## config.mk

```make
export PLATFORM = sky130hd
export DESIGN_NAME = square_tone_generator
export DESIGN_NICKNAME = d
export VERILOG_FILES = /design/src/stg_pkg.sv /design/src/square_tone_generator.sv /design/src/stg_ctrl.sv /design/src/stg_dp.sv
export VERILOG_INCLUDE_DIRS = /design/src /design/src/src
export SDC_FILE = /design/constraint.sdc
export NUM_CORES = 1
export LEC_CHECK = 0
export CAP_MARGIN = 10
export CELL_PAD_IN_SITES_DETAIL_PLACEMENT = 0
export CELL_PAD_IN_SITES_GLOBAL_PLACEMENT = 1
export CORE_ASPECT_RATIO = 2
export CORE_MARGIN = 10
export CORE_UTILIZATION = 42
export DETAILED_ROUTE_END_ITERATION = 8
export DONT_BUFFER_PORTS = 1
export GPL_TIMING_DRIVEN = 0
export MAX_ROUTING_LAYER = met4
export PLACE_DENSITY_LB_ADDON = 0.1
export SETUP_SLACK_MARGIN = 0.05
export SLEW_MARGIN = 0
export SYNTH_ARGS = -nofsm -noshare
export SYNTH_HDL_FRONTEND = slang
export SYNTH_HIERARCHICAL = 1
export SYNTH_SLANG_ARGS = --single-unit
```

## constraint.sdc

```tcl
create_clock -name clk -period 9.55 [get_ports clk]
set_input_delay 1.91 -clock clk [delete_from_list [all_inputs] [get_ports clk]]
set_output_delay 1.91 -clock clk [all_outputs]
set_load 0.01 [all_outputs]
```

## src/square_tone_generator_macros.svh

```systemverilog
// assertion macros shared by the tone generator rtl
// relies on clk and rst_n being visible where a macro is used
`ifndef SQUARE_TONE_GENERATOR_MACROS_SVH
`define SQUARE_TONE_GENERATOR_MACROS_SVH
`ifndef SYNTHESIS
`define STG_ASSERT_IMP(label, ante, cons) \
  label: assert property (@(posedge clk) disable iff (!rst_n) (ante) |-> (cons)) \
    else $error("stg assertion failed");
`define STG_ASSERT_NXT(label, ante, cons) \
  label: assert property (@(posedge clk) disable iff (!rst_n) (ante) |=> (cons)) \
    else $error("stg assertion failed");
`else
`define STG_ASSERT_IMP(label, ante, cons)
`define STG_ASSERT_NXT(label, ante, cons)
`endif
`endif

```

## src/stg_pkg.sv

```systemverilog
// shared types, widths, codes and prescaler tables of the tone generator
// no dependencies
`default_nettype none
package stg_pkg;

  localparam int CLOCK_W    = 27;
  localparam int CPMS_W     = 17;
  localparam int FREQ_W     = 16;
  localparam int LEN_W      = 16;
  localparam int SEL_W      = 3;
  localparam int PCOUNT_W   = 10;
  localparam int CMP_OUT_W  = 8;
  localparam int STATUS_W   = 2;
  localparam int PRESC_NUM  = 5;
  localparam int SHIFT_W    = 4;
  localparam int DIV_CNT_W  = $clog2(CLOCK_W);

  localparam logic [CLOCK_W-1:0] CLOCK_RESET = CLOCK_W'(12000000);
  localparam logic [CPMS_W-1:0]  CPMS_RESET  = CPMS_W'(12000);

  // configuration register indexes
  localparam logic CFG_IDX_CLOCK = 1'b0;
  localparam logic CFG_IDX_CPMS  = 1'b1;

  // result status codes
  localparam logic [STATUS_W-1:0] ST_OK        = 2'd0;
  localparam logic [STATUS_W-1:0] ST_ZERO_FREQ = 2'd1;
  localparam logic [STATUS_W-1:0] ST_BUSY      = 2'd2;
  localparam logic [STATUS_W-1:0] ST_SAT       = 2'd3;

  // controller to datapath
  typedef struct packed {
    logic                tick;
    logic                reject;
    logic [STATUS_W-1:0] reject_code;
    logic                div_load;
    logic                div_step;
    logic                finish;
  } stg_cmd_t;

  // datapath to controller
  typedef struct packed {
    logic playing;
    logic freq_zero;
  } stg_stat_t;

  // prescaler division ratio, codes past 4 behave as 1024
  function automatic logic [PCOUNT_W:0] presc_div(input logic [SEL_W-1:0] sel);
    logic [PCOUNT_W:0] d;
    unique case (sel)
      3'd0:    d = 11'd1;
      3'd1:    d = 11'd8;
      3'd2:    d = 11'd64;
      3'd3:    d = 11'd256;
      default: d = 11'd1024;
    endcase
    return d;
  endfunction

  // log2 of 2 * prescaler: shift applied to clock_hz / tone_hz
  function automatic logic [SHIFT_W-1:0] presc_shift(input logic [SEL_W-1:0] sel);
    logic [SHIFT_W-1:0] s;
    unique case (sel)
      3'd0:    s = 4'd1;
      3'd1:    s = 4'd4;
      3'd2:    s = 4'd7;
      3'd3:    s = 4'd9;
      default: s = 4'd11;
    endcase
    return s;
  endfunction

endpackage
`default_nettype wire

```

## src/square_tone_generator.sv

```systemverilog
// square_tone_generator: ctc timer based square-wave tone source, one result per request
// tick request: accepted every cycle while idle and results are taken, result registered in the next cycle
// start request: clock_hz / tone_hz by a 27-step serial divider, unless rejected,
//   and no new request is taken until its result is registered
// synchronous active-low reset clears tone state and restores clock_hz and cycles_per_ms
`default_nettype none
module square_tone_generator #(
  parameter int TIMER_BITS = 8
) (
  input  wire logic                              clk,
  input  wire logic                              rst_n,
  // configuration writes
  input  wire logic                              cfg_valid,
  output logic                                   cfg_ready,
  input  wire logic                              cfg_index,
  input  wire logic [stg_pkg::CLOCK_W-1:0]       cfg_data,
  // requests
  input  wire logic                              in_valid,
  output logic                                   in_ready,
  input  wire logic                              in_req_type,
  input  wire logic [stg_pkg::FREQ_W-1:0]        in_tone_hz,
  input  wire logic [stg_pkg::LEN_W-1:0]         in_length_ms,
  // results
  output logic                                   out_valid,
  input  wire logic                              out_ready,
  output logic                                   out_speaker_level,
  output logic                                   out_speaker_drive,
  output logic                                   out_busy_res,
  output logic                                   out_tone_done,
  output logic [stg_pkg::SEL_W-1:0]              out_prescale_code,
  output logic [stg_pkg::CMP_OUT_W-1:0]          out_compare_value,
  output logic [stg_pkg::STATUS_W-1:0]           out_status
);

  // commands from the sequencer and status back from the datapath
  stg_pkg::stg_cmd_t  cmd;
  stg_pkg::stg_stat_t stat;

  // sequencer: owns the request handshake, the result valid and the divider step count
  stg_ctrl u_ctrl (
    .clk         (clk),
    .rst_n       (rst_n),
    .in_valid    (in_valid),
    .in_ready    (in_ready),
    .in_req_type (in_req_type),
    .out_valid   (out_valid),
    .out_ready   (out_ready),
    .cmd         (cmd),
    .stat        (stat)
  );

  // datapath: config, divider, prescaler pick, ctc counter, duration counter,
  // and the result register that holds the payload until taken
  stg_dp #(
    .TIMER_BITS (TIMER_BITS)
  ) u_dp (
    .clk               (clk),
    .rst_n             (rst_n),
    .cfg_valid         (cfg_valid),
    .cfg_ready         (cfg_ready),
    .cfg_index         (cfg_index),
    .cfg_data          (cfg_data),
    .in_tone_hz        (in_tone_hz),
    .in_length_ms      (in_length_ms),
    .cmd               (cmd),
    .stat              (stat),
    .out_speaker_level (out_speaker_level),
    .out_speaker_drive (out_speaker_drive),
    .out_busy_res      (out_busy_res),
    .out_tone_done     (out_tone_done),
    .out_prescale_code (out_prescale_code),
    .out_compare_value (out_compare_value),
    .out_status        (out_status)
  );

endmodule
`default_nettype wire

```

## src/stg_ctrl.sv

```systemverilog
// request sequencing for the tone generator: handshakes, divider steps, result slot
// depends on stg_pkg and square_tone_generator_macros.svh
`default_nettype none
`include "square_tone_generator_macros.svh"
module stg_ctrl (
  input  wire logic               clk,
  input  wire logic               rst_n,
  input  wire logic               in_valid,
  output logic                    in_ready,
  input  wire logic               in_req_type,
  output logic                    out_valid,
  input  wire logic               out_ready,
  output stg_pkg::stg_cmd_t       cmd,
  input  wire stg_pkg::stg_stat_t stat
);

  typedef enum logic [1:0] {S_IDLE, S_DIV, S_FIN} state_t;

  state_t                          state_r, state_nxt;
  logic [stg_pkg::DIV_CNT_W-1:0]   cnt_r, cnt_nxt;
  logic                            out_valid_r, out_valid_nxt;
  logic                            accept;

  assign in_ready  = (state_r == S_IDLE) && (!out_valid_r || out_ready);
  assign accept    = in_valid && in_ready;
  assign out_valid = out_valid_r;

  always_comb begin
    state_nxt     = state_r;
    cnt_nxt       = cnt_r;
    out_valid_nxt = out_valid_r && !out_ready;
    cmd           = '0;
    unique case (state_r)
      S_IDLE: begin
        if (accept) begin
          if (!in_req_type) begin
            cmd.tick      = 1'b1;
            out_valid_nxt = 1'b1;
          end else if (stat.playing) begin
            cmd.reject      = 1'b1;
            cmd.reject_code = stg_pkg::ST_BUSY;
            out_valid_nxt   = 1'b1;
          end else if (stat.freq_zero) begin
            cmd.reject      = 1'b1;
            cmd.reject_code = stg_pkg::ST_ZERO_FREQ;
            out_valid_nxt   = 1'b1;
          end else begin
            cmd.div_load = 1'b1;
            cnt_nxt      = '0;
            state_nxt    = S_DIV;
          end
        end
      end
      S_DIV: begin
        cmd.div_step = 1'b1;
        cnt_nxt      = cnt_r + 1'b1;
        if (cnt_r == stg_pkg::DIV_CNT_W'(stg_pkg::CLOCK_W - 1)) begin
          state_nxt = S_FIN;
        end
      end
      S_FIN: begin
        cmd.finish    = 1'b1;
        out_valid_nxt = 1'b1;
        state_nxt     = S_IDLE;
      end
      default: begin
        state_nxt = S_IDLE;
      end
    endcase
  end

  always_ff @(posedge clk) begin
    if (!rst_n) begin
      state_r     <= S_IDLE;
      cnt_r       <= '0;
      out_valid_r <= 1'b0;
    end else begin
      state_r     <= state_nxt;
      cnt_r       <= cnt_nxt;
      out_valid_r <= out_valid_nxt;
    end
  end

  // result slot is free whenever a start finishes
  `STG_ASSERT_IMP(a_fin_slot_free, state_r == S_FIN, !out_valid_r)
  // no result pending while the divider runs
  `STG_ASSERT_IMP(a_div_no_result, state_r == S_DIV, !out_valid_r && !in_ready)
  // a start that is taken runs the divider next
  `STG_ASSERT_NXT(a_start_divides,
    accept && in_req_type && !stat.playing && !stat.freq_zero, state_r == S_DIV)
  // a taken tick yields a result in the next cycle
  `STG_ASSERT_NXT(a_tick_result, accept && !in_req_type, out_valid_r)

endmodule
`default_nettype wire

```

## src/stg_dp.sv

```systemverilog
// tone generator datapath: config registers, serial divider, timer state, result register
// depends on stg_pkg
`default_nettype none
module stg_dp #(
  parameter int TIMER_BITS = 8
) (
  input  wire logic                              clk,
  input  wire logic                              rst_n,
  input  wire logic                              cfg_valid,
  output logic                                   cfg_ready,
  input  wire logic                              cfg_index,
  input  wire logic [stg_pkg::CLOCK_W-1:0]       cfg_data,
  input  wire logic [stg_pkg::FREQ_W-1:0]        in_tone_hz,
  input  wire logic [stg_pkg::LEN_W-1:0]         in_length_ms,
  input  wire stg_pkg::stg_cmd_t                 cmd,
  output stg_pkg::stg_stat_t                     stat,
  output logic                                   out_speaker_level,
  output logic                                   out_speaker_drive,
  output logic                                   out_busy_res,
  output logic                                   out_tone_done,
  output logic [stg_pkg::SEL_W-1:0]              out_prescale_code,
  output logic [stg_pkg::CMP_OUT_W-1:0]          out_compare_value,
  output logic [stg_pkg::STATUS_W-1:0]           out_status
);

  localparam int CW = stg_pkg::CLOCK_W;
  localparam logic [CW:0] TIMER_LIM = (CW + 1)'(1) << TIMER_BITS;
  localparam logic [TIMER_BITS-1:0] TIMER_MAX = '1;

  // configuration
  logic [CW-1:0]              clock_r;
  logic [stg_pkg::CPMS_W-1:0] cpms_r;

  // tone state
  logic                         pin_latch_r, pin_latch_nxt;
  logic                         drive_on_r, drive_on_nxt;
  logic                         playing_r, playing_nxt;
  logic [TIMER_BITS-1:0]        match_r, match_nxt;
  logic [stg_pkg::SEL_W-1:0]    sel_r, sel_nxt;
  logic [stg_pkg::PCOUNT_W-1:0] pcount_r, pcount_nxt;
  logic [TIMER_BITS-1:0]        timer_r, timer_nxt;
  logic [stg_pkg::LEN_W-1:0]    ms_rem_r, ms_rem_nxt;
  logic [stg_pkg::CPMS_W-1:0]   tick_ms_r, tick_ms_nxt;
  logic                         done_nxt;
  logic [stg_pkg::STATUS_W-1:0] status_nxt;

  // divider
  logic [CW-1:0]               quo_r;
  logic [stg_pkg::FREQ_W-1:0]  rem_r;
  logic [stg_pkg::FREQ_W-1:0]  divisor_r;
  logic [stg_pkg::LEN_W-1:0]   len_r;
  logic [stg_pkg::FREQ_W:0]    trial;
  logic                        trial_ge;

  // tick arithmetic
  logic [stg_pkg::PCOUNT_W:0]  pdiv;
  logic [stg_pkg::PCOUNT_W:0]  pc_inc;
  logic [stg_pkg::CPMS_W-1:0]  cpm;
  logic [stg_pkg::CPMS_W:0]    tk_inc;
  logic [stg_pkg::LEN_W-1:0]   ms_dec;

  // prescaler choice
  logic [TIMER_BITS-1:0]       cv_sel;
  logic [stg_pkg::SEL_W-1:0]   pick_sel;
  logic                        pick_fit;

  assign cfg_ready      = 1'b1;
  assign stat.playing   = playing_r;
  assign stat.freq_zero = (in_tone_hz == '0);

  always_ff @(posedge clk) begin
    if (!rst_n) begin
      clock_r <= stg_pkg::CLOCK_RESET;
      cpms_r  <= stg_pkg::CPMS_RESET;
    end else if (cfg_valid) begin
      unique case (cfg_index)
        stg_pkg::CFG_IDX_CLOCK: clock_r <= cfg_data;
        stg_pkg::CFG_IDX_CPMS:  cpms_r  <= cfg_data[stg_pkg::CPMS_W-1:0];
        default:                clock_r <= clock_r;
      endcase
    end
  end

  // restoring divider, one quotient bit per step
  assign trial    = {rem_r, quo_r[CW-1]};
  assign trial_ge = (trial >= {1'b0, divisor_r});

  always_ff @(posedge clk) begin
    if (cmd.div_load) begin
      quo_r     <= clock_r;
      rem_r     <= '0;
      divisor_r <= in_tone_hz;
      len_r     <= in_length_ms;
    end else if (cmd.div_step) begin
      quo_r <= {quo_r[CW-2:0], trial_ge};
      rem_r <= trial_ge ? stg_pkg::FREQ_W'(trial - {1'b0, divisor_r})
                        : trial[stg_pkg::FREQ_W-1:0];
    end
  end

  // first prescaler whose compare value fits
  always_comb begin
    logic [CW-1:0] q;
    logic [CW-1:0] qm1;
    cv_sel   = TIMER_MAX;
    pick_sel = stg_pkg::SEL_W'(stg_pkg::PRESC_NUM - 1);
    pick_fit = 1'b0;
    for (int i = 0; i < stg_pkg::PRESC_NUM; i++) begin
      q   = quo_r >> stg_pkg::presc_shift(stg_pkg::SEL_W'(i));
      qm1 = q - 1'b1;
      if (!pick_fit && ({1'b0, q} <= TIMER_LIM)) begin
        pick_fit = 1'b1;
        pick_sel = stg_pkg::SEL_W'(i);
        cv_sel   = (q == '0) ? '0 : qm1[TIMER_BITS-1:0];
      end
    end
  end

  assign pdiv   = stg_pkg::presc_div(sel_r);
  assign pc_inc = {1'b0, pcount_r} + 1'b1;
  assign cpm    = (cpms_r == '0) ? stg_pkg::CPMS_W'(1) : cpms_r;
  assign tk_inc = {1'b0, tick_ms_r} + 1'b1;
  assign ms_dec = ms_rem_r - 1'b1;

  always_comb begin
    pin_latch_nxt = pin_latch_r;
    drive_on_nxt  = drive_on_r;
    playing_nxt   = playing_r;
    match_nxt     = match_r;
    sel_nxt       = sel_r;
    pcount_nxt    = pcount_r;
    timer_nxt     = timer_r;
    ms_rem_nxt    = ms_rem_r;
    tick_ms_nxt   = tick_ms_r;
    done_nxt      = 1'b0;
    status_nxt    = stg_pkg::ST_OK;
    if (cmd.reject) begin
      status_nxt = cmd.reject_code;
    end else if (cmd.finish) begin
      match_nxt   = cv_sel;
      sel_nxt     = pick_sel;
      pcount_nxt  = '0;
      timer_nxt   = '0;
      tick_ms_nxt = '0;
      ms_rem_nxt  = len_r;
      playing_nxt = (len_r != '0);
      drive_on_nxt = (len_r != '0);
      done_nxt    = (len_r == '0);
      status_nxt  = pick_fit ? stg_pkg::ST_OK : stg_pkg::ST_SAT;
    end else if (cmd.tick && playing_r) begin
      if (pc_inc >= pdiv) begin
        pcount_nxt = '0;
        if (timer_r == match_r) begin
          timer_nxt     = '0;
          pin_latch_nxt = !pin_latch_r;
        end else begin
          timer_nxt = timer_r + 1'b1;
        end
      end else begin
        pcount_nxt = pc_inc[stg_pkg::PCOUNT_W-1:0];
      end
      if (tk_inc >= {1'b0, cpm}) begin
        tick_ms_nxt = '0;
        ms_rem_nxt  = ms_dec;
        if (ms_dec == '0) begin
          playing_nxt  = 1'b0;
          drive_on_nxt = 1'b0;
          done_nxt     = 1'b1;
        end
      end else begin
        tick_ms_nxt = tk_inc[stg_pkg::CPMS_W-1:0];
      end
    end
  end

  always_ff @(posedge clk) begin
    if (!rst_n) begin
      pin_latch_r <= 1'b0;
      drive_on_r  <= 1'b0;
      playing_r   <= 1'b0;
      match_r     <= '0;
      sel_r       <= '0;
      pcount_r    <= '0;
      timer_r     <= '0;
      ms_rem_r    <= '0;
      tick_ms_r   <= '0;
    end else begin
      pin_latch_r <= pin_latch_nxt;
      drive_on_r  <= drive_on_nxt;
      playing_r   <= playing_nxt;
      match_r     <= match_nxt;
      sel_r       <= sel_nxt;
      pcount_r    <= pcount_nxt;
      timer_r     <= timer_nxt;
      ms_rem_r    <= ms_rem_nxt;
      tick_ms_r   <= tick_ms_nxt;
    end
  end

  // result register
  always_ff @(posedge clk) begin
    if (cmd.tick || cmd.reject || cmd.finish) begin
      out_speaker_level <= pin_latch_nxt;
      out_speaker_drive <= drive_on_nxt;
      out_busy_res      <= playing_nxt;
      out_tone_done     <= done_nxt;
      out_prescale_code <= sel_nxt;
      out_compare_value <= match_nxt[stg_pkg::CMP_OUT_W-1:0];
      out_status        <= status_nxt;
    end
  end

endmodule
`default_nettype wire
```

==> out/results.tsv, run 1 <==
stage	metric	value	unit
outcome	status	finished, final reports clean	
sta	slew_violations	0	
route	dr.first_iter.drc_count	850	
global_route	grt_max_degree	42	
sta	slew_headroom	0.307	
synthesis	synth_area	0.0119	mm^2
route	via_per_inst	5.77	
worst_hold_path	min_path_type	reg -> reg	
sta	worst_clock_skew	0.0259	ns
synthesis	yosysSeqAreaShare	0.417	
route	drtPass1Iterations	5	
final_layout	fin_nets	1514	
route	via_count	10200	
die	fp.dieH	258	um
clock_network	clockRootBuffer	clkbuf_16	
synthesis	synth.mux.area_fraction	0.0262	
global_route	grt_usage	0.196	
pwr	power	2.29	mW
route	wire_per_inst	20.2	um
final_layout	seqCellArea	0.00494	mm^2
die	die_w	139	um
worst_setup_path	end_kind	flop	
worst_setup_path	arrival	4.90	ns
final_layout	nFillCells	2783	
sta	grt_setup_unrepaired	false	
die	rows	87	
worst_setup_path	crit_family	buffers and inverters	
worst_setup_path	cp_cell_sequence	nor4_1 -> and4_1 -> nor3b_1 -> nand4_1 -> inv_2 -> clkbuf_1 -> nor2_1 -> inv_1	
die	start_util	0.424	
synthesis	synth_edf_count	76	
global_route	overflow	0	
die	io_pins	86	
sta	setup_violations	0	
clock_network	hold_buffers	0	
final_layout	postLayoutCellArea	0.0130	mm^2
placed_design	routabilityCongestion	0.932	
sta	whs	0.459	ns
final_layout	multi_input_area	0.00629	mm^2
synthesis	synth_cells	1371	
synthesis	synth_fa_ha_area_frac	0.0576	
synthesis	yosys_most_used_dff	dfxtp_1	
clock_network	clkTransAtPathRegs	0.06	ns
global_route	antenna_found_initial	3	
die	core_area	0.0280	mm^2
synthesis	avgSynthCellArea	8.65	um^2
route	routed_wl	35800	um
placed_design	placed_area	0.0123	mm^2
sta	tns	0	ns
sta	period_share	0.499	
synthesis	synth_seq_cells	209	
worst_setup_path	criticalPathCategory	in -> reg	
synthesis	synth_compound_area_frac	0.177	
worst_setup_path	setup.worst_path.start_class	primary input	
sta	finalHoldViolCount	0	
worst_setup_path	cp.buffers_inverters	3	
worst_setup_path	crit_path_top_delay_cell	inv_1	
placed_design	dp.final_hpwl	27400	um
clock_network	cts.sinks	209	
pwr	leakage	4.87	nW
worst_setup_path	crit_required	9.68	ns
clock_network	cts.htree.levels	1	
final_layout	syn_to_final_growth	9.76	%
sta	tightest_slew	1.04	ns
final_layout	drive_gt1_frac	0.0625	
clock_network	cts_tree	done	
global_route	grt_pass1_wl	56000	um
job	max_cap_viol_count	0	
synthesis	synth_top_family_by_area	simple AND/OR/NAND/NOR gates	
worst_setup_path	critical_path.max_stage_delay	0.80	ns
synthesis	synth_warnings	6	
clock_network	clock_path_buffers	3	
synthesis	synth-simple-area-share	0.221	
route	drcViolationCount	0	
synthesis	synthArstFlopShare	0	
sta	fmax	0.210	GHz
route	antenna_left	0	
worst_setup_path	path_max_fanout	41	
clock_network	cts_buffers	21	
clock_network	clock_latency	0.53	ns
sta	fin_crit	4.76	ns
synthesis	synth-xor-area-share	0.0480	
placed_design	io_buffer_count	0	
die	die-area	0.0358	mm^2
synthesis	syn-num-nets	1491	
clock_network	cts_resized	0	
final_layout	final_cell_mix	192 x nand2_1, 133 x dfxtp_1, 107 x a21oi_1	
synthesis	synth_cell_types	84	
clock_network	post_cts_buffers	0	
pwr	irDropWorstVdd	0.131	mV
final_layout	layout_commonest_cell	nand2_1	
pwr	power_density	176	mW/mm^2
global_route	grt_pass1_vias	9805	
==> final timing paths <==
kind | startpoint | end | slack (ns) | depth (start not counted)
hold reg to reg | u_dp/clock_r[6] | u_dp/clock_r[6] | 0.46 | 2
setup / recovery | in_tone_hz[2] | u_dp/quo_r[14] | 4.79 | 8
hold / removal | u_dp/clock_r[6] | u_dp/clock_r[6] | 0.46 | 2
setup reg to reg | u_dp/tick_ms_r[0] | u_dp/ms_rem_r[14] | 5.08 | 16
==> layout make-up <==
class,instances,share of cell area
multi-input combinational,1018,0.484
sequential,209,0.380
clock buffer,27,0.0437
tap,356,0.0342
buffer,75,0.0276
inverter,69,0.0199
clock inverter,11,0.0105
antenna,3,0.000577
==> registers in the layout, summed over array words and instances (netlist names), 3 cells and up <==
register,cells
u_dp/out_prescale_code,3
u_ctrl/cnt_r,5
u_dp/cpms_r,17
u_dp/rem_r,16
u_dp/clock_r,27
u_dp/quo_r,27
u_dp/match_r,8
u_dp/sel_r,3
u_dp/timer_r,8
u_dp/out_compare_value,8
u_dp/ms_rem_r,16
u_dp/len_r,16
u_dp/tick_ms_r,17
u_dp/divisor_r,16
u_dp/pcount_r,10
==> tightest hold or removal path, cell delays in order (launching register included) <==
cell and delay, ns:
dfxtp_1 0.31, nand2_1 0.05, a21oi_1 0.05
==> through the flow <==
stage	utilization	cells	worst slack [ns]
after floorplan	-	1371	5.15
after global placement	0.440	1727	4.32
after detailed placement	0.440	1727	4.23
after CTS	0.465	1765	4.76
after global routing	0.465	1768	4.48
final	0.465	1768	4.79
==> cells by family (layout without fill, tap and decap cells) <==
kind of cell    Yosys count  in the layout
simple gates            539            539
compound gates          330            330
flops                   209            209
buf+inv                 144            182
xor+xnor                 65             65
fa+ha+maj                54             54
mux                      29             29
other cells               1              4
==> cells in the mapped netlist (all sizes together), types with 20 or more instances <==
| cell type | count | share of area |
|---|---|---|
| a21oi | 108 | 0.046 |
| dfxtp | 133 | 0.22 |
| nor3 | 32 | 0.014 |
| nand2 | 192 | 0.061 |
| ha | 53 | 0.056 |
| xnor2 | 45 | 0.033 |
| nor4 | 21 | 0.012 |
| nand3 | 72 | 0.030 |
| xor2 | 20 | 0.015 |
| edfxtp | 76 | 0.19 |
| o211ai | 21 | 0.014 |
| nor2 | 95 | 0.030 |
| o21ai | 75 | 0.032 |
| clkbuf | 64 | 0.024 |
| inv | 68 | 0.022 |
==> metal layers <==
| layer | routed length (um) | global-route usage | up-vias |
|---|---|---|---|
| met3 | 2120 | 0.0410 | 57 |
| met5 | 0 | - | - |
| met2 | 16900 | 0.313 | 305 |
| met1 | 15700 | 0.242 | 4870 |
| met4 | 1010 | 0.0649 | 0 |
| li1 | - | - | 4969 |
==> where the power goes <==
part	switching, mW	total (mW)	leakage (nW)	internal, mW
clock network	0.368	0.872	0.348	0.504
logic	0.232	0.391	2.72	0.159
registers	0.0462	1.03	1.80	0.985
total	0.647	2.29	4.87	1.65
Power figures use the tool's default switching activity.
==> inputs of run 2 (changes only) <==
==> constraint.sdc (replaced) <==
create_clock -name clk -period 4.75 [get_ports clk]
set_input_delay 0.95 -clock clk [delete_from_list [all_inputs] [get_ports clk]]
set_output_delay 0.95 -clock clk [all_outputs]
set_load 0.01 [all_outputs]
==> out/results.tsv, run 2 (same netlist as run 1, synthesis figures left out) <==
stage	metric	value	unit
route	drtPass1Iterations	5	
clock_network	cts_tree	done	
sta	grt_setup_unrepaired	false	
die	die-area	0.0358	mm^2
route	wire_per_inst	20.2	um
pwr	power	4.62	mW
placed_design	dp.cells	1727	
die	core_area	0.0280	mm^2
worst_hold_path	min_delay_path_depth	2	
placed_design	io_buffer_count	0	
route	antenna_left	0	
clock_network	clock_path_buffers	3	
sta	fmax	0.233	GHz
sta	worst_clock_skew	0.0268	ns
worst_setup_path	crit-reg2reg-capture	u_dp/ms_rem_r[14]	
placed_design	routabilityCongestion	0.932	
global_route	overflow	0	
sta	tns	0	ns
worst_setup_path	criticalPathCategory	reg -> reg	
sta	period_share	0.904	
worst_hold_path	min_path_type	reg -> reg	
placed_design	dp_slack	0.329	ns
die	start_util	0.424	
worst_hold_path	hold_path_end	u_dp/clock_r[6]	
die	io_pins	86	
pwr	irDropWorstVdd	0.264	mV
final_layout	fin_cells	1768	
clock_network	cts.sinks	209	
worst_hold_path	min-delay-start	u_dp/clock_r[6]	
sta	slew_violations	0	
final_layout	layout_commonest_cell	nand2_1	
route	dr.first_iter.drc_count	859	
final_layout	fin_nets	1514	
worst_setup_path	rrSetupSlack	0.46	ns
sta	finalWorstSetupSlack	0.456	ns
outcome	status	finished, final reports clean	
clock_network	clock_latency	0.53	ns
route	drcViolationCount	0	
global_route	grt_usage	0.196	
sta	finalHoldViolCount	0	
final_layout	largest_registers	u_dp/clock_r (27), u_dp/quo_r (27)	
clock_network	cts_buffers	21	
sta	setup_violations	0	
clock_network	post_cts_buffers	0	
final_layout	final_cell_mix	192 x nand2_1, 133 x dfxtp_1, 107 x a21oi_1	
worst_setup_path	path_max_fanout	10	
global_route	grt_pass1_wl	56000	um
route	via_per_inst	5.73	
worst_setup_path	arrival	4.72	ns
clock_network	hold_buffers	0	
placed_design	dp.final_hpwl	27400	um
final_layout	post-route-util	0.465	
global_route	grt_max_degree	42	
clock_network	clockRootBuffer	clkbuf_16	
job	max_cap_viol_count	0	
worst_setup_path	end_kind	flop	
worst_setup_path	startpoint	u_dp/tick_ms_r[0]	
worst_setup_path	crit-reg2reg-launch	u_dp/tick_ms_r[0]	
worst_setup_path	crit_required	5.18	ns
clock_network	cts.htree.levels	1	
global_route	grt_pass1_vias	9805	
sta	fin_crit	4.29	ns
die	rows	87	
clock_network	clkTransAtPathRegs	0.07	ns
global_route	antenna_found_initial	3	
pwr	leakage	4.87	nW
worst_setup_path	ff2ff_path_depth	16	
sta	tightest_slew	1.05	ns
final_layout	syn_to_final_growth	9.83	%
sta	slew_headroom	0.302	
worst_setup_path	setup.worst_path.start_class	flop	
pwr	power_density	355	mW/mm^2
final_layout	drive_gt1_frac	0.0625	
route	via_count	10100	
route	routed_wl	35700	um
die	die_w	139	um
die	fp.dieH	258	um
run 2: cell counts in the layout (fill, tap and decap cells not counted):
Identical to the previous run, type by type.
run 2: how the worst max path moves through the flow:
stage	cells past startpoint	endpoint	slack (ns)
6_report	16	u_dp/ms_rem_r[14]	0.46
5_1_grt	16	u_dp/ms_rem_r[14]	0.14
4_1_cts	16	u_dp/ms_rem_r[14]	0.30
3_5_place_dp	16	u_dp/ms_rem_r[14]	0.33
3_3_place_gp	16	u_dp/ms_rem_r[14]	0.32
2_1_floorplan	8	u_dp/quo_r[0]	1.31
run 2: layout make-up:
cell class | count | area [um^2]
diodes | 3 | 7.51
clock inverters | 11 | 136
plain buffers | 75 | 359
multi-input cells | 1018 | 6300
inverters | 69 | 259
flip-flops and latches | 209 | 4940
fillers | 2780 | 15000
clock buffers | 27 | 568
well taps | 356 | 445
run 2: worst max-delay path, cell delays in order, from the launching register on:
cell      delay (ns)
dfxtp_1         0.48
ha_1            0.27
and3_1          0.22
and4_1          0.20
clkbuf_1        0.30
nand3_1         0.14
xnor2_1         0.26
ha_1            0.29
nand3_1         0.10
o21ai_0         0.09
o221ai_1        0.17
o211ai_1        0.19
a211oi_4        0.53
nand2b_1        0.19
clkbuf_1        0.39
nor2_1          0.10
o221a_2         0.25
run 2: per-layer routing:
metal	global-route usage	wire length, um	vias up
met5	-	0	-
met4	0.0649	1020	0
met3	0.0410	2090	55
met2	0.313	17000	277
met1	0.242	15700	4835
li1	-	-	4961
run 2: what timing repair did:
action                     in CTS  in global routing
hold endpoints to repair        0                  0
setup endpoints to repair       0                 10
resized for setup               0                  1
run 2: power breakdown:
part           internal (mW)  switching (mW)
combinational          0.320           0.467
clock                   1.01           0.742
sequential              1.98          0.0936
total                   3.31            1.30
run 2: per-stage QoR:
step	area, um^2	hold slack [ns]
global placement	12300	0.447
finish	13000	0.460
detailed placement	12300	0.453
CTS	13000	0.462
floorplan	11900	0.433
global route	13000	0.483
==> inputs of run 3 (changes only) <==
--- a/config.mk
+++ b/config.mk
@@ -21,5 +21,4 @@
 export SLEW_MARGIN = 0
 export SYNTH_ARGS = -nofsm -noshare
 export SYNTH_HDL_FRONTEND = slang
-export SYNTH_HIERARCHICAL = 1
 export SYNTH_SLANG_ARGS = --single-unit
==> constraint.sdc (replaced) <==
create_clock -name clk -period 5.5 [get_ports clk]
set_input_delay 1.1 -clock clk [delete_from_list [all_inputs] [get_ports clk]]
set_output_delay 1.1 -clock clk [all_outputs]
set_load 0.01 [all_outputs]
==> out/results.tsv, run 3 <==
stage	metric	value	unit
worst_setup_path	path_max_fanout	10	
pwr	p_clk_frac	0.361	
sta	worst_clock_skew	0.0217	ns
pwr	leakage	4.87	nW
placed_design	placed_area	0.0121	mm^2
route	drcViolationCount	0	
pwr	p_switching	1.26	mW
final_layout	final_cell_mix	223 x nand2_1, 133 x dfxtp_1, 98 x nor2_1	
route	drtPass1Iterations	5	
synthesis	synth_warnings	0	
clock_network	cts.htree.levels	1	
synthesis	avgSynthCellArea	8.82	um^2
synthesis	syn-num-nets	1441	
pwr	irDropWorstVdd	0.300	mV
global_route	grt_pass1_wl	56800	um
global_route	grt_pass1_vias	9925	
worst_setup_path	arrival	4.86	ns
worst_setup_path	end_kind	flop	
global_route	grt_usage	0.215	
sta	fin_crit	4.47	ns
sta	fmax	0.224	GHz
sta	period_share	0.813	
clock_network	cts_buffers	21	
synthesis	synthTopCellsByArea	dfxtp_1 23%, edfxtp_1 20%, nand2_1 7.2%	
sta	slew_violations	0	
global_route	antenna_found_initial	0	
route	antenna_left	0	
final_layout	drive_gt1_frac	0.0566	
worst_hold_path	min_path_type	reg -> reg	
synthesis	synth_cell_types	85	
synthesis	yosys.area.top_type_share	0.229	
synthesis	synth_seq_cells	209	
placed_design	dp.final_hpwl	29800	um
final_layout	syn_to_final_growth	10.3	%
pwr	p_sw_frac	0.303	
route	via_per_inst	5.70	
pwr	combinationalPowerShare	0.200	
global_route	overflow	0	
die	rows	86	
placed_design	io_buffer_count	0	
clock_network	clkTransAtPathRegs	0.07	ns
clock_network	hold_buffers	0	
pwr	p_seq_frac	0.439	
final_layout	n_antenna_cell	0	
route	wire_per_inst	21.8	um
synthesis	synth_most_common_cell	nand2_1	
worst_setup_path	criticalPathCategory	reg -> reg	
final_layout	layout_commonest_cell	nand2_1	
die	start_util	0.425	
pwr	power_density	323	mW/mm^2
sta	tightest_slew	0.980	ns
route	via_count	9760	
final_layout	fin_nets	1466	
die	die_w	138	um
die	fp.dieH	256	um
outcome	status	finished, final reports clean	
synthesis	synth_edf_count	76	
final_layout	largest_registers	u_dp.clock_r (27), u_dp.quo_r (27)	
clock_network	clock_latency	0.53	ns
job	max_cap_viol_count	0	
synthesis	yosysTopAreaCell	dfxtp_1	
sta	setup_violations	0	
final_layout	postLayoutCellArea	0.0129	mm^2
pwr	p_int	2.89	mW
sta	slew_headroom	0.340	
placed_design	routabilityCongestion	0.986	
synthesis	yosys_most_used_dff	dfxtp_1	
clock_network	cts_resized	0	
synthesis	synth_commonest_cells	223 x nand2_1, 133 x dfxtp_1, 98 x nor2_1	
clock_network	clockRootBuffer	clkbuf_16	
sta	whs	0.456	ns
clock_network	cts.sinks	209	
synthesis	synth_cells	1321	
route	dr.first_iter.drc_count	393	
sta	grt_setup_unrepaired	false	
route	routed_wl	37400	um
die	core_area	0.0274	mm^2
synthesis	synth_area	0.0117	mm^2
worst_setup_path	setup.worst_path.start_class	flop	
clock_network	clock_path_buffers	3	
die	io_pins	86	
clock_network	cts_tree	done	
die	die-area	0.0352	mm^2
global_route	grt_max_degree	31	
clock_network	post_cts_buffers	0	
sta	tns	0	ns
worst_setup_path	crit_required	5.89	ns
sta	finalHoldViolCount	0	
synthesis	synthArstFlopShare	0	
synthesis	yosysSeqAreaShare	0.424	
[run 3: changes by cell type after synthesis, moves of 8 or more]
cell	previous run	this run
clkbuf_1	59	49
nand2_1	192	223
o31ai_1	15	25
nor2b_1	19	9
o21ai_0	70	51
mux2_2	16	1
xnor2_1	45	59
mux2i_1	13	3
xor2_1	20	49
a21oi_1	107	69
a21o_1	15	4
a22oi_1	9	1
nand3_1	72	53
[run 3: power by group through the flow]
stage	Clock (mW)	Combinational, mW	Sequential (mW)
floorplan	0	0.616	1.82
global placement	0	0.812	1.86
detailed placement	0	0.821	1.86
CTS	1.54	0.825	1.82
global route	1.58	0.925	1.84
finish	1.50	0.829	1.82
[run 3: cells by family after synthesis]
family	Yosys count	synth area share
buf+inv	127	0.0491
simple gates	554	0.230
compound gates	264	0.153
other cells	1	0.000322
mux	4	0.00354
fa+ha+maj	54	0.0586
xor+xnor	108	0.0812
flops	209	0.424
[run 3: through the flow]
step | power, mW | cells | setup slack, ns | utilization
finish | 4.15 | 1713 | 1.03 | 0.468
global route | 4.35 | 1713 | 0.535 | 0.468
CTS | 4.19 | 1712 | 0.984 | 0.467
detailed placement | 2.68 | 1674 | 0.587 | 0.441
global placement | 2.67 | 1673 | 0.107 | 0.441
floorplan | 2.44 | 1321 | 1.78 | -
[run 3: final cells by class]
cell class	count	area (um^2)
fillers	2777	14600
multi-input cells	985	6130
flip-flops and latches	209	4940
clock buffers	28	624
well taps	352	440
plain buffers	66	344
inverters	61	229
clock inverters	10	88.8
repair buffers	2	47.5
[run 3: metal layers]
layer	global-route usage	vias up	wire (um)
li1	-	4765	-
met4	0.0960	0	1720
met3	0.0379	87	1800
met1	0.187	4668	12200
met2	0.421	240	21700
met5	-	-	0
[run 3: path summary, 6_finish.rpt]
path	startpoint	to	slack (ns)	cells after the start
max	u_dp.tick_ms_r[0]	u_dp.tick_ms_r[8]	1.03	15
min	u_dp.clock_r[26]	u_dp.clock_r[26]	0.46	2
max reg2reg	u_dp.tick_ms_r[0]	u_dp.tick_ms_r[8]	1.03	15
min reg2reg	u_dp.clock_r[26]	u_dp.clock_r[26]	0.46	2
[run 3: critical path: stages, from the launching register on]
cell	delay, ns
dfxtp_1	0.41
ha_1	0.25
nand3_1	0.22
nor3_1	0.44
and3_1	0.34
nand3_1	0.16
xnor2_1	0.20
ha_1	0.32
nand2_1	0.05
nor2_1	0.12
nand3_1	0.10
o2111ai_1	0.53
nand2_1	0.31
nand2_1	0.34
clkbuf_1	0.44
nor2_1	0.10
